### config.mk
export PLATFORM = sky130hd
export DESIGN_NAME = earliest_free_core_scheduler_core_flat
export DESIGN_NICKNAME = d
export VERILOG_FILES = /design/src/hdl/efcs_pkg.sv /design/src/hdl/efcs_if.sv /design/src/hdl/efcs_ram.sv /design/src/hdl/earliest_free_core_scheduler_core.sv /design/src/flat_wrapper.sv
export SDC_FILE = /design/constraint.sdc
export NUM_CORES = 2
export LEC_CHECK = 0
export BUFFER_PORTS_ARGS = -buffer_cell sky130_fd_sc_hd__buf_4
export CAP_MARGIN = 20
export CORE_ASPECT_RATIO = 1.4
export CORE_MARGIN = 1.5
export CORE_UTILIZATION = 45
export DETAILED_ROUTE_END_ITERATION = 16
export GPL_TIMING_DRIVEN = 1
export SYNTH_ARGS = -nofsm -noshare
export SYNTH_HDL_FRONTEND = slang
export SYNTH_SLANG_ARGS = --single-unit
### constraint.sdc
create_clock -name clk -period 10.8 [get_ports clk]
set_input_delay 0.54 -clock clk [delete_from_list [all_inputs] [get_ports clk]]
set_output_delay 0.54 -clock clk [all_outputs]
set_load 0.03 [all_outputs]
### src/hdl/efcs_pkg.sv
`timescale 1ns / 1ps
`default_nettype none
// ----------------------------------------------------------------------------
// efcs_pkg
// Shared constants, widths and helpers of the earliest-free-core scheduler.
// ----------------------------------------------------------------------------
package efcs_pkg;

  localparam int MAX_CORES  = 64;
  localparam int DATA_W     = 32;
  localparam int CFG_W      = 7;
  localparam int IDX_W      = (MAX_CORES > 1) ? $clog2(MAX_CORES) : 1;
  localparam int N_W        = $clog2(MAX_CORES + 1);
  localparam int CH_W       = IDX_W + 2;
  localparam int BANK_DEPTH = (MAX_CORES + 1) / 2;
  localparam int BANK_AW    = (BANK_DEPTH > 1) ? $clog2(BANK_DEPTH) : 1;
  localparam int RESET_CORES = 4;

  typedef logic [DATA_W-1:0] data_t;
  typedef logic [N_W-1:0]    count_t;

  // Map a written core count onto 1..MAX_CORES.
  function automatic count_t clamp_cores(input logic [CFG_W-1:0] v);
    int unsigned vi;
    vi = int'(v);
    if (vi == 0) begin
      return count_t'(1);
    end else if (vi > MAX_CORES) begin
      return count_t'(MAX_CORES);
    end
    return count_t'(vi);
  endfunction

endpackage
`default_nettype wire

### src/hdl/efcs_if.sv
`timescale 1ns / 1ps
`default_nettype none
// ----------------------------------------------------------------------------
// efcs_task_if / efcs_result_if
// Valid/ready channels for incoming tasks and outgoing dispatch results.
// ----------------------------------------------------------------------------
interface efcs_task_if;
  logic                     valid;
  logic                     ready;
  logic [efcs_pkg::DATA_W-1:0] arrival_time;
  logic [efcs_pkg::DATA_W-1:0] duration;

  modport source (output valid, output arrival_time, output duration, input ready);
  modport sink   (input valid, input arrival_time, input duration, output ready);
endinterface

interface efcs_result_if;
  logic                     valid;
  logic                     ready;
  logic [efcs_pkg::DATA_W-1:0] start_time;
  logic [efcs_pkg::DATA_W-1:0] finish_time;
  logic [efcs_pkg::DATA_W-1:0] makespan;
  logic                     saturated;

  modport source (output valid, output start_time, output finish_time, output makespan,
                  output saturated, input ready);
  modport sink   (input valid, input start_time, input finish_time, input makespan,
                  input saturated, output ready);
endinterface
`default_nettype wire

### src/hdl/efcs_ram.sv
`timescale 1ns / 1ps
`default_nettype none
// ----------------------------------------------------------------------------
// efcs_ram
// Simple dual-port RAM, one write and one read port, registered read data.
// ----------------------------------------------------------------------------
module efcs_ram #(
  parameter int WIDTH = 32,
  parameter int DEPTH = 32
) (
  input  wire logic                                     clk,
  input  wire logic                                     we,
  input  wire logic [((DEPTH > 1) ? $clog2(DEPTH) : 1)-1:0] waddr,
  input  wire logic [WIDTH-1:0]                         wdata,
  input  wire logic                                     re,
  input  wire logic [((DEPTH > 1) ? $clog2(DEPTH) : 1)-1:0] raddr,
  output logic      [WIDTH-1:0]                         rdata
);

  logic [WIDTH-1:0] mem [DEPTH];

  always_ff @(posedge clk) begin
    if (we) begin
      mem[waddr] <= wdata;
    end
    if (re) begin
      rdata <= mem[raddr];
    end
  end

endmodule
`default_nettype wire

### src/hdl/earliest_free_core_scheduler_core.sv
`timescale 1ns / 1ps
`default_nettype none
// ----------------------------------------------------------------------------
// earliest_free_core_scheduler_core
// Dispatches tasks to the core that frees up first, using a min-heap of
// core finish times held in two banked RAMs.
// ----------------------------------------------------------------------------
// One task at a time: after a task is accepted the block first does the
// start/finish arithmetic in state ST_CALC, then sifts the new finish time
// down the heap at one level per cycle in ST_SIFT, then places it in ST_PUT,
// and only after that accepts the next task. The sift-down keeps that pace
// because the two children of a heap node sit in separate RAM banks and are
// read together, and the root is kept in a register. A
// finished result waits in the output register; the next task is accepted and
// sifted meanwhile, but it is not placed, and no further task is accepted,
// until that register empties. Writing cfg_data under cfg_we sets the core
// count (0 means one core, values above MAX_CORES clamp) and clears every
// finish time and the makespan; write it only while no task is in flight.
// ----------------------------------------------------------------------------
module earliest_free_core_scheduler_core (
  input  wire logic                       clk,
  input  wire logic                       rst_n,
  efcs_task_if.sink                       in_task,
  efcs_result_if.source                   out_res,
  input  wire logic                       cfg_we,
  input  wire logic [efcs_pkg::CFG_W-1:0] cfg_data
);
  import efcs_pkg::*;

  typedef enum logic [3:0] {
    ST_IDLE = 4'b0001,
    ST_CALC = 4'b0010,
    ST_SIFT = 4'b0100,
    ST_PUT  = 4'b1000
  } state_t;

  state_t              state_r, state_nxt;
  count_t              cores_r;
  data_t               root_r;
  data_t               makespan_r;
  data_t               start_r;
  data_t               dur_r;
  data_t               val_r;
  logic                sat_r;
  logic [IDX_W-1:0]    hole_r;
  logic [BANK_DEPTH-1:0] vld_l_r, vld_r_r;
  logic                rvld_l_r, rvld_r_r;

  data_t               out_start_r, out_finish_r, out_mk_r;
  logic                out_sat_r, out_valid_r;

  // arithmetic
  logic [DATA_W:0]     sum;
  data_t               finish;
  data_t               start_in;

  // sift-down
  logic [CH_W-1:0]     child_l, child_r;
  logic                l_ok, r_ok, take_l, take_r, moved;
  data_t               rd_l, rd_r, lv, rv, cur_v, child_v;
  logic [IDX_W-1:0]    best;

  // RAM ports
  logic                rd_en;
  logic [IDX_W-1:0]    rd_node;
  logic [BANK_AW-1:0]  rd_addr;
  logic                wr_en;
  data_t               wr_val;
  logic [IDX_W-1:0]    wr_half;
  logic [BANK_AW-1:0]  wr_addr;
  logic                we_l, we_r, wr_root;
  logic                out_load;

  assign in_task.ready = (state_r == ST_IDLE);
  assign start_in = (in_task.arrival_time > root_r) ? in_task.arrival_time : root_r;

  assign sum    = {1'b0, start_r} + {1'b0, dur_r};
  assign finish = sum[DATA_W] ? {DATA_W{1'b1}} : sum[DATA_W-1:0];

  // Children of the hole node: left in bank L, right in bank R, same address.
  assign child_l = {1'b0, hole_r, 1'b1};
  assign child_r = child_l + CH_W'(1);
  assign l_ok    = child_l < CH_W'(cores_r);
  assign r_ok    = child_r < CH_W'(cores_r);
  assign lv      = rvld_l_r ? rd_l : '0;
  assign rv      = rvld_r_r ? rd_r : '0;
  assign take_l  = l_ok && (lv < val_r);
  assign cur_v   = take_l ? lv : val_r;
  assign take_r  = r_ok && (rv < cur_v);
  assign moved   = take_l || take_r;
  assign child_v = take_r ? rv : lv;
  assign best    = take_r ? child_r[IDX_W-1:0] : child_l[IDX_W-1:0];

  always_comb begin
    rd_en   = 1'b0;
    rd_node = '0;
    case (state_r)
      ST_CALC: begin
        rd_en   = 1'b1;
        rd_node = '0;
      end
      ST_SIFT: begin
        rd_en   = moved;
        rd_node = best;
      end
      default: begin
        rd_en   = 1'b0;
        rd_node = '0;
      end
    endcase
  end
  assign rd_addr = rd_node[BANK_AW-1:0];

  // Fill the hole with the smaller child while sifting, with the task's
  // finish time once it has settled.
  assign wr_en   = ((state_r == ST_SIFT) && moved) || (state_r == ST_PUT);
  assign wr_val  = (state_r == ST_SIFT) ? child_v : val_r;
  assign wr_root = wr_en && (hole_r == '0);
  assign we_l    = wr_en && hole_r[0];
  assign we_r    = wr_en && !hole_r[0] && (hole_r != '0);
  assign wr_half = hole_r[0] ? (hole_r >> 1) : ((hole_r >> 1) - IDX_W'(1));
  assign wr_addr = wr_half[BANK_AW-1:0];

  assign out_load = (state_r == ST_PUT) && (!out_valid_r || out_res.ready);

  efcs_ram #(.WIDTH(DATA_W), .DEPTH(BANK_DEPTH)) u_bank_l (
    .clk   (clk),
    .we    (we_l),
    .waddr (wr_addr),
    .wdata (wr_val),
    .re    (rd_en),
    .raddr (rd_addr),
    .rdata (rd_l)
  );

  efcs_ram #(.WIDTH(DATA_W), .DEPTH(BANK_DEPTH)) u_bank_r (
    .clk   (clk),
    .we    (we_r),
    .waddr (wr_addr),
    .wdata (wr_val),
    .re    (rd_en),
    .raddr (rd_addr),
    .rdata (rd_r)
  );

  always_comb begin
    state_nxt = state_r;
    case (state_r)
      ST_IDLE: if (in_task.valid) state_nxt = ST_CALC;
      ST_CALC: state_nxt = ST_SIFT;
      ST_SIFT: if (!moved) state_nxt = ST_PUT;
      ST_PUT:  if (out_load) state_nxt = ST_IDLE;
      default: state_nxt = ST_IDLE;
    endcase
  end

  always_ff @(posedge clk) begin
    if (!rst_n) begin
      state_r     <= ST_IDLE;
      cores_r     <= count_t'(RESET_CORES);
      root_r      <= '0;
      makespan_r  <= '0;
      vld_l_r     <= '0;
      vld_r_r     <= '0;
      rvld_l_r    <= 1'b0;
      rvld_r_r    <= 1'b0;
      out_valid_r <= 1'b0;
    end else begin
      state_r <= state_nxt;

      if (cfg_we) begin
        cores_r    <= clamp_cores(cfg_data);
        root_r     <= '0;
        makespan_r <= '0;
        vld_l_r    <= '0;
        vld_r_r    <= '0;
      end else begin
        if (wr_root) root_r <= wr_val;
        if (we_l) vld_l_r[wr_addr] <= 1'b1;
        if (we_r) vld_r_r[wr_addr] <= 1'b1;
        if ((state_r == ST_CALC) && (finish > makespan_r)) makespan_r <= finish;
      end

      if (rd_en) begin
        rvld_l_r <= vld_l_r[rd_addr];
        rvld_r_r <= vld_r_r[rd_addr];
      end

      if (out_load) begin
        out_valid_r <= 1'b1;
      end else if (out_res.ready) begin
        out_valid_r <= 1'b0;
      end
    end
  end

  // Payload registers.
  always_ff @(posedge clk) begin
    if (in_task.valid && in_task.ready) begin
      start_r <= start_in;
      dur_r   <= in_task.duration;
    end
    if (state_r == ST_CALC) begin
      val_r  <= finish;
      sat_r  <= sum[DATA_W];
      hole_r <= '0;
    end else if ((state_r == ST_SIFT) && moved) begin
      hole_r <= best;
    end
    if (out_load) begin
      out_start_r  <= start_r;
      out_finish_r <= val_r;
      out_mk_r     <= makespan_r;
      out_sat_r    <= sat_r;
    end
  end

  assign out_res.valid       = out_valid_r;
  assign out_res.start_time  = out_start_r;
  assign out_res.finish_time = out_finish_r;
  assign out_res.makespan    = out_mk_r;
  assign out_res.saturated   = out_sat_r;

endmodule
`default_nettype wire

### src/flat_wrapper.sv
// flat-port wrapper written by rule: the top's interface ports become plain ports
module earliest_free_core_scheduler_core_flat import efcs_pkg::*;
  (clk, rst_n, cfg_we, cfg_data, in_task_valid, in_task_arrival_time, in_task_duration, in_task_ready, out_res_valid, out_res_start_time, out_res_finish_time, out_res_makespan, out_res_saturated, out_res_ready);
  efcs_task_if in_task_i ();
  efcs_result_if out_res_i ();
  input  wire logic clk;
  input  wire logic rst_n;
  input  wire logic cfg_we;
  input  wire logic [efcs_pkg::CFG_W-1:0] cfg_data;
  input wire logic [$bits(in_task_i.valid)-1:0] in_task_valid;
  input wire logic [$bits(in_task_i.arrival_time)-1:0] in_task_arrival_time;
  input wire logic [$bits(in_task_i.duration)-1:0] in_task_duration;
  output wire logic [$bits(in_task_i.ready)-1:0] in_task_ready;
  output wire logic [$bits(out_res_i.valid)-1:0] out_res_valid;
  output wire logic [$bits(out_res_i.start_time)-1:0] out_res_start_time;
  output wire logic [$bits(out_res_i.finish_time)-1:0] out_res_finish_time;
  output wire logic [$bits(out_res_i.makespan)-1:0] out_res_makespan;
  output wire logic [$bits(out_res_i.saturated)-1:0] out_res_saturated;
  input wire logic [$bits(out_res_i.ready)-1:0] out_res_ready;
  assign in_task_i.valid = in_task_valid;
  assign in_task_i.arrival_time = in_task_arrival_time;
  assign in_task_i.duration = in_task_duration;
  assign in_task_ready = in_task_i.ready;
  assign out_res_valid = out_res_i.valid;
  assign out_res_start_time = out_res_i.start_time;
  assign out_res_finish_time = out_res_i.finish_time;
  assign out_res_makespan = out_res_i.makespan;
  assign out_res_saturated = out_res_i.saturated;
  assign out_res_i.ready = out_res_ready;
  earliest_free_core_scheduler_core u_core (.clk(clk), .rst_n(rst_n), .in_task(in_task_i), .out_res(out_res_i), .cfg_we(cfg_we), .cfg_data(cfg_data));
endmodule
==> qor.txt <==
Outcome = finished clean
Drt wl/cell = 32.0 microns
Power Dens Cells = 171 nW/um^2
Drt initial violations = 7,047
Setup Skew = 0.0791 ns
Worst min-delay path category = in -> reg
Final Cycle Share = 81.9%
Max-cap violations = 0
Clock Tree Buf Depth = 4
CTS Sinks = 2,454
Core area = 221,000 sq um
Vias per Instance = 6.15
Crit path max fanout = 35
Post-Route WL = 320 mm
Grt total ovfl = 0
DP HPWL = 192 mm
Top FF cell, synth = edfxtp_1
Die area = 225,000 sq um
Synth cell types = 96
Routed wl met3 = 24.7 mm
Hold endpoint = u_core.out_res.valid$_SDFFE_PN0P_
Ys Warns = 0
Worst Max-Slew Pin Slew = 1.24 ns
WP data required = 11.49 ns
RSZ-0062 raised after global routing = no
Top cell type's share of synthesized area = 69.4%
Asr flop ratio synth = 0%
Final Hold Vio Count = 0
Highest Signal Layer = met5
DIE HEIGHT = 560 microns
Max_slew headroom = 17.2%
Syn Inst Count = 6,677
F_max = 0.113 GHz
Hold depth = 3
Initial core utilization = 45.2%
Die W = 401 microns
Syn_area_per_cell = 14.9 sq um
Post-DP Area = 106,000 sq um
Tot Pwr = 19.5 mW
Top-count cell post-synth = edfxtp_1
CTS tree = yes
ANT nets after route = 0
Root Buffer = clkbuf_16
R2r setup slk = 1.96 ns
Net count after synthesis = 6,926
Initial DRT Pass Iterations = 6
Fin cells = 10,000
Share of cells above drive strength 1 = 14.1%
DR WL met2 = 160 mm
Initial antenna violation count = 12
Reg-to-reg startpoint = u_core.rvld_l_r$_SDFFE_PN0P_
Sequential element share of the synthesized area = 72.4%
Yosys reg bits = 2,454
WP data arrival = 9.53 ns
GRT Resource Usage Total = 28.0%
Largest net degree at the start of global routing = 164
Total CTS buffers = 228
DRC viols = 0
Syn-to-layout area delta = 13.9%
M1 WL = 116 mm
Skew-Pair Late Insertion Delay = 0.91 ns
Via Count = 61,600
Crit start category = register
WS Path Type = reg -> reg
Synth top cells by count = edfxtp_1, nand2_1, mux2i_1
Peak supply drop = 0.000163 V
Crit end category = register
Sum Neg Setup Slack = 0 ns
Final setup fails = 0
Synth area leader = edfxtp_1
Post-Syn Area = 99,800 sq um
Row count = 204
Post-synth EDFFs = 2,306
I/O Buffers = 174
Final Critical Period = 8.84 ns
Number of global-route vias before repair = 60,400
# IOs = 175
Design area = 114,000 sq um
Synth area leaders = edfxtp_1, mux2i_1, dfxtp_1, nand2_1, ha_1
R2r worst-path depth = 24
Placed Instances = 9,530
Final net count = 7,199
Htree depth = 4
Worst hold start = out_res_ready
Critical R2R Capture = u_core.u_bank_l.rdata[3]$_DFFE_PP_
GP Congestion = 0.940
Clock Pin Slew Worst Setup and Hold Paths = 0.07 ns
First-pass GRT wire length = 450 mm
Final slew viol count = 0
Leakage = 36.8 nW
## power by group
part | internal (mW) | switching [mW]
Clock | 4.45 | 3.54
Sequential | 10.3 | 0.0407
Combinational | 0.373 | 0.741
Total | 15.2 | 4.32
## stage by stage
stage          hold WS, ns  util [%]  worst slack, ns
6_report            0.0773      51.5             1.96
5_1_grt             0.0846      51.5             1.69
4_1_cts             0.0180      51.5             2.05
3_5_place_dp         0.407      47.9             2.09
3_3_place_gp         0.402      47.9             2.13
2_1_floorplan        0.400         -             2.18
## layer usage
metal / vias to the layer above / global-route usage (%)
li1: 26500 / -
met1: 31400 / 33.8
met2: 3008 / 48.1
met3: 757 / 4.10
met4: 2 / 15.4
met5: - / 0
## area by class of cell
cell class,count,area [sq um]
fill,18100,107000
sequential,2454,72200
multi-input combinational,3703,26400
clock buffer,276,5980
timing repair buffer,439,3740
tap,2884,3610
clock inverter,131,1240
inverter,124,465
antenna,5,12.5
## registers in the layout, indices dropped and copies added, names as in the netlist, 4 cells and up
signal and cells:
u_core.cores_r 7, u_core.dur_r 32, u_core.hole_r 6, u_core.makespan_r 32, u_core.out_res.finish_time 32, u_core.out_res.makespan 32
u_core.out_res.start_time 32, u_core.root_r 32, u_core.start_r 32, u_core.state_r 4, u_core.u_bank_l.mem 1024, u_core.u_bank_l.rdata 32
u_core.u_bank_r.mem 1024, u_core.u_bank_r.rdata 32, u_core.val_r 32, u_core.vld_l_r 32, u_core.vld_r_r 32
## worst max-delay path by stage
stage               cells past startpoint                                    end  slack [ns]                    startpoint
floorplan                              22   u_core.u_bank_l.mem[0][10]$_DFFE_PP_        2.18  u_core.rvld_l_r$_SDFFE_PN0P_
global placement                       22  u_core.u_bank_r.mem[21][17]$_DFFE_PP_        2.13  u_core.rvld_l_r$_SDFFE_PN0P_
detailed placement                     24     u_core.u_bank_r.rdata[2]$_DFFE_PP_        2.09  u_core.rvld_l_r$_SDFFE_PN0P_
CTS                                    24     u_core.u_bank_l.rdata[3]$_DFFE_PP_        2.05  u_core.rvld_l_r$_SDFFE_PN0P_
global route                           23     u_core.u_bank_r.rdata[5]$_DFFE_PP_        1.69  u_core.rvld_l_r$_SDFFE_PN0P_
finish                                 24     u_core.u_bank_l.rdata[3]$_DFFE_PP_        1.96  u_core.rvld_l_r$_SDFFE_PN0P_
## worst max-delay path, stage by stage, from the launching register on
cell	delay, ns
dfxtp_1	0.97
and2_1	0.30
ha_1	0.28
a211oi_1	0.22
nor2_1	0.12
o31ai_1	0.28
nand4_1	0.30
nor3_2	0.17
buf_4	0.57
mux2i_1	0.26
ha_1	0.26
a211o_1	0.30
o211ai_1	0.10
a221oi_1	0.15
nor4_1	0.51
o31ai_2	0.25
a21oi_2	0.42
a31oi_1	0.18
o21ai_1	0.74
buf_4	0.29
nand2_1	0.39
nor2_4	0.70
buf_4	0.49
a22oi_1	0.19
o221ai_1	0.12
## kinds of logic (layout without fill, tap and decap cells)
kind of cell | count (synthesis) | in the layout | share of synthesized area, %
xor+xnor | 37 | 37 | 0.325
other cells | 0 | 5 | 0
flops | 2454 | 2454 | 72.4
compound gates | 1294 | 1294 | 8.82
simple gates | 1637 | 1637 | 7.46
buf+inv | 520 | 970 | 2.20
fa+ha+maj | 173 | 173 | 2.18
mux | 562 | 562 | 6.63
## cell usage in the layout (no fill, tap or decap), types with 24 or more instances in the layout
master / count
nand4_1: 56
mux2i_1: 417
or3_1: 31
o22ai_1: 167
mux2_2: 73
nor3_1: 119
a311oi_1: 27
clkbuf_16: 230
mux4_2: 72
clkinv_1: 48
a22o_1: 78
a21o_1: 24
nand2_1: 677
nor2_1: 210
o31ai_1: 26
a21oi_1: 351
o21a_1: 47
a221o_1: 35
inv_1: 121
nor2b_1: 45
and2_1: 69
buf_4: 346
dfxtp_1: 147
o221ai_1: 75
o21ai_4: 35
and3_1: 42
ha_1: 172
a22oi_1: 39
o21ai_0: 109
a211oi_1: 68
edfxtp_1: 2306
clkinv_2: 41
nor2_4: 71
clkbuf_1: 41
a31oi_1: 60
dlygate4sd3_1: 73
nand3_1: 246
## timing repair
item / in CTS / in global routing
buffers inserted: 0 / 0
resized for setup: 0 / 0
hold buffers: 73 / 0
hold endpoints to repair: 77 / 0
No activity file was read; power rests on OpenSTA's default activity.
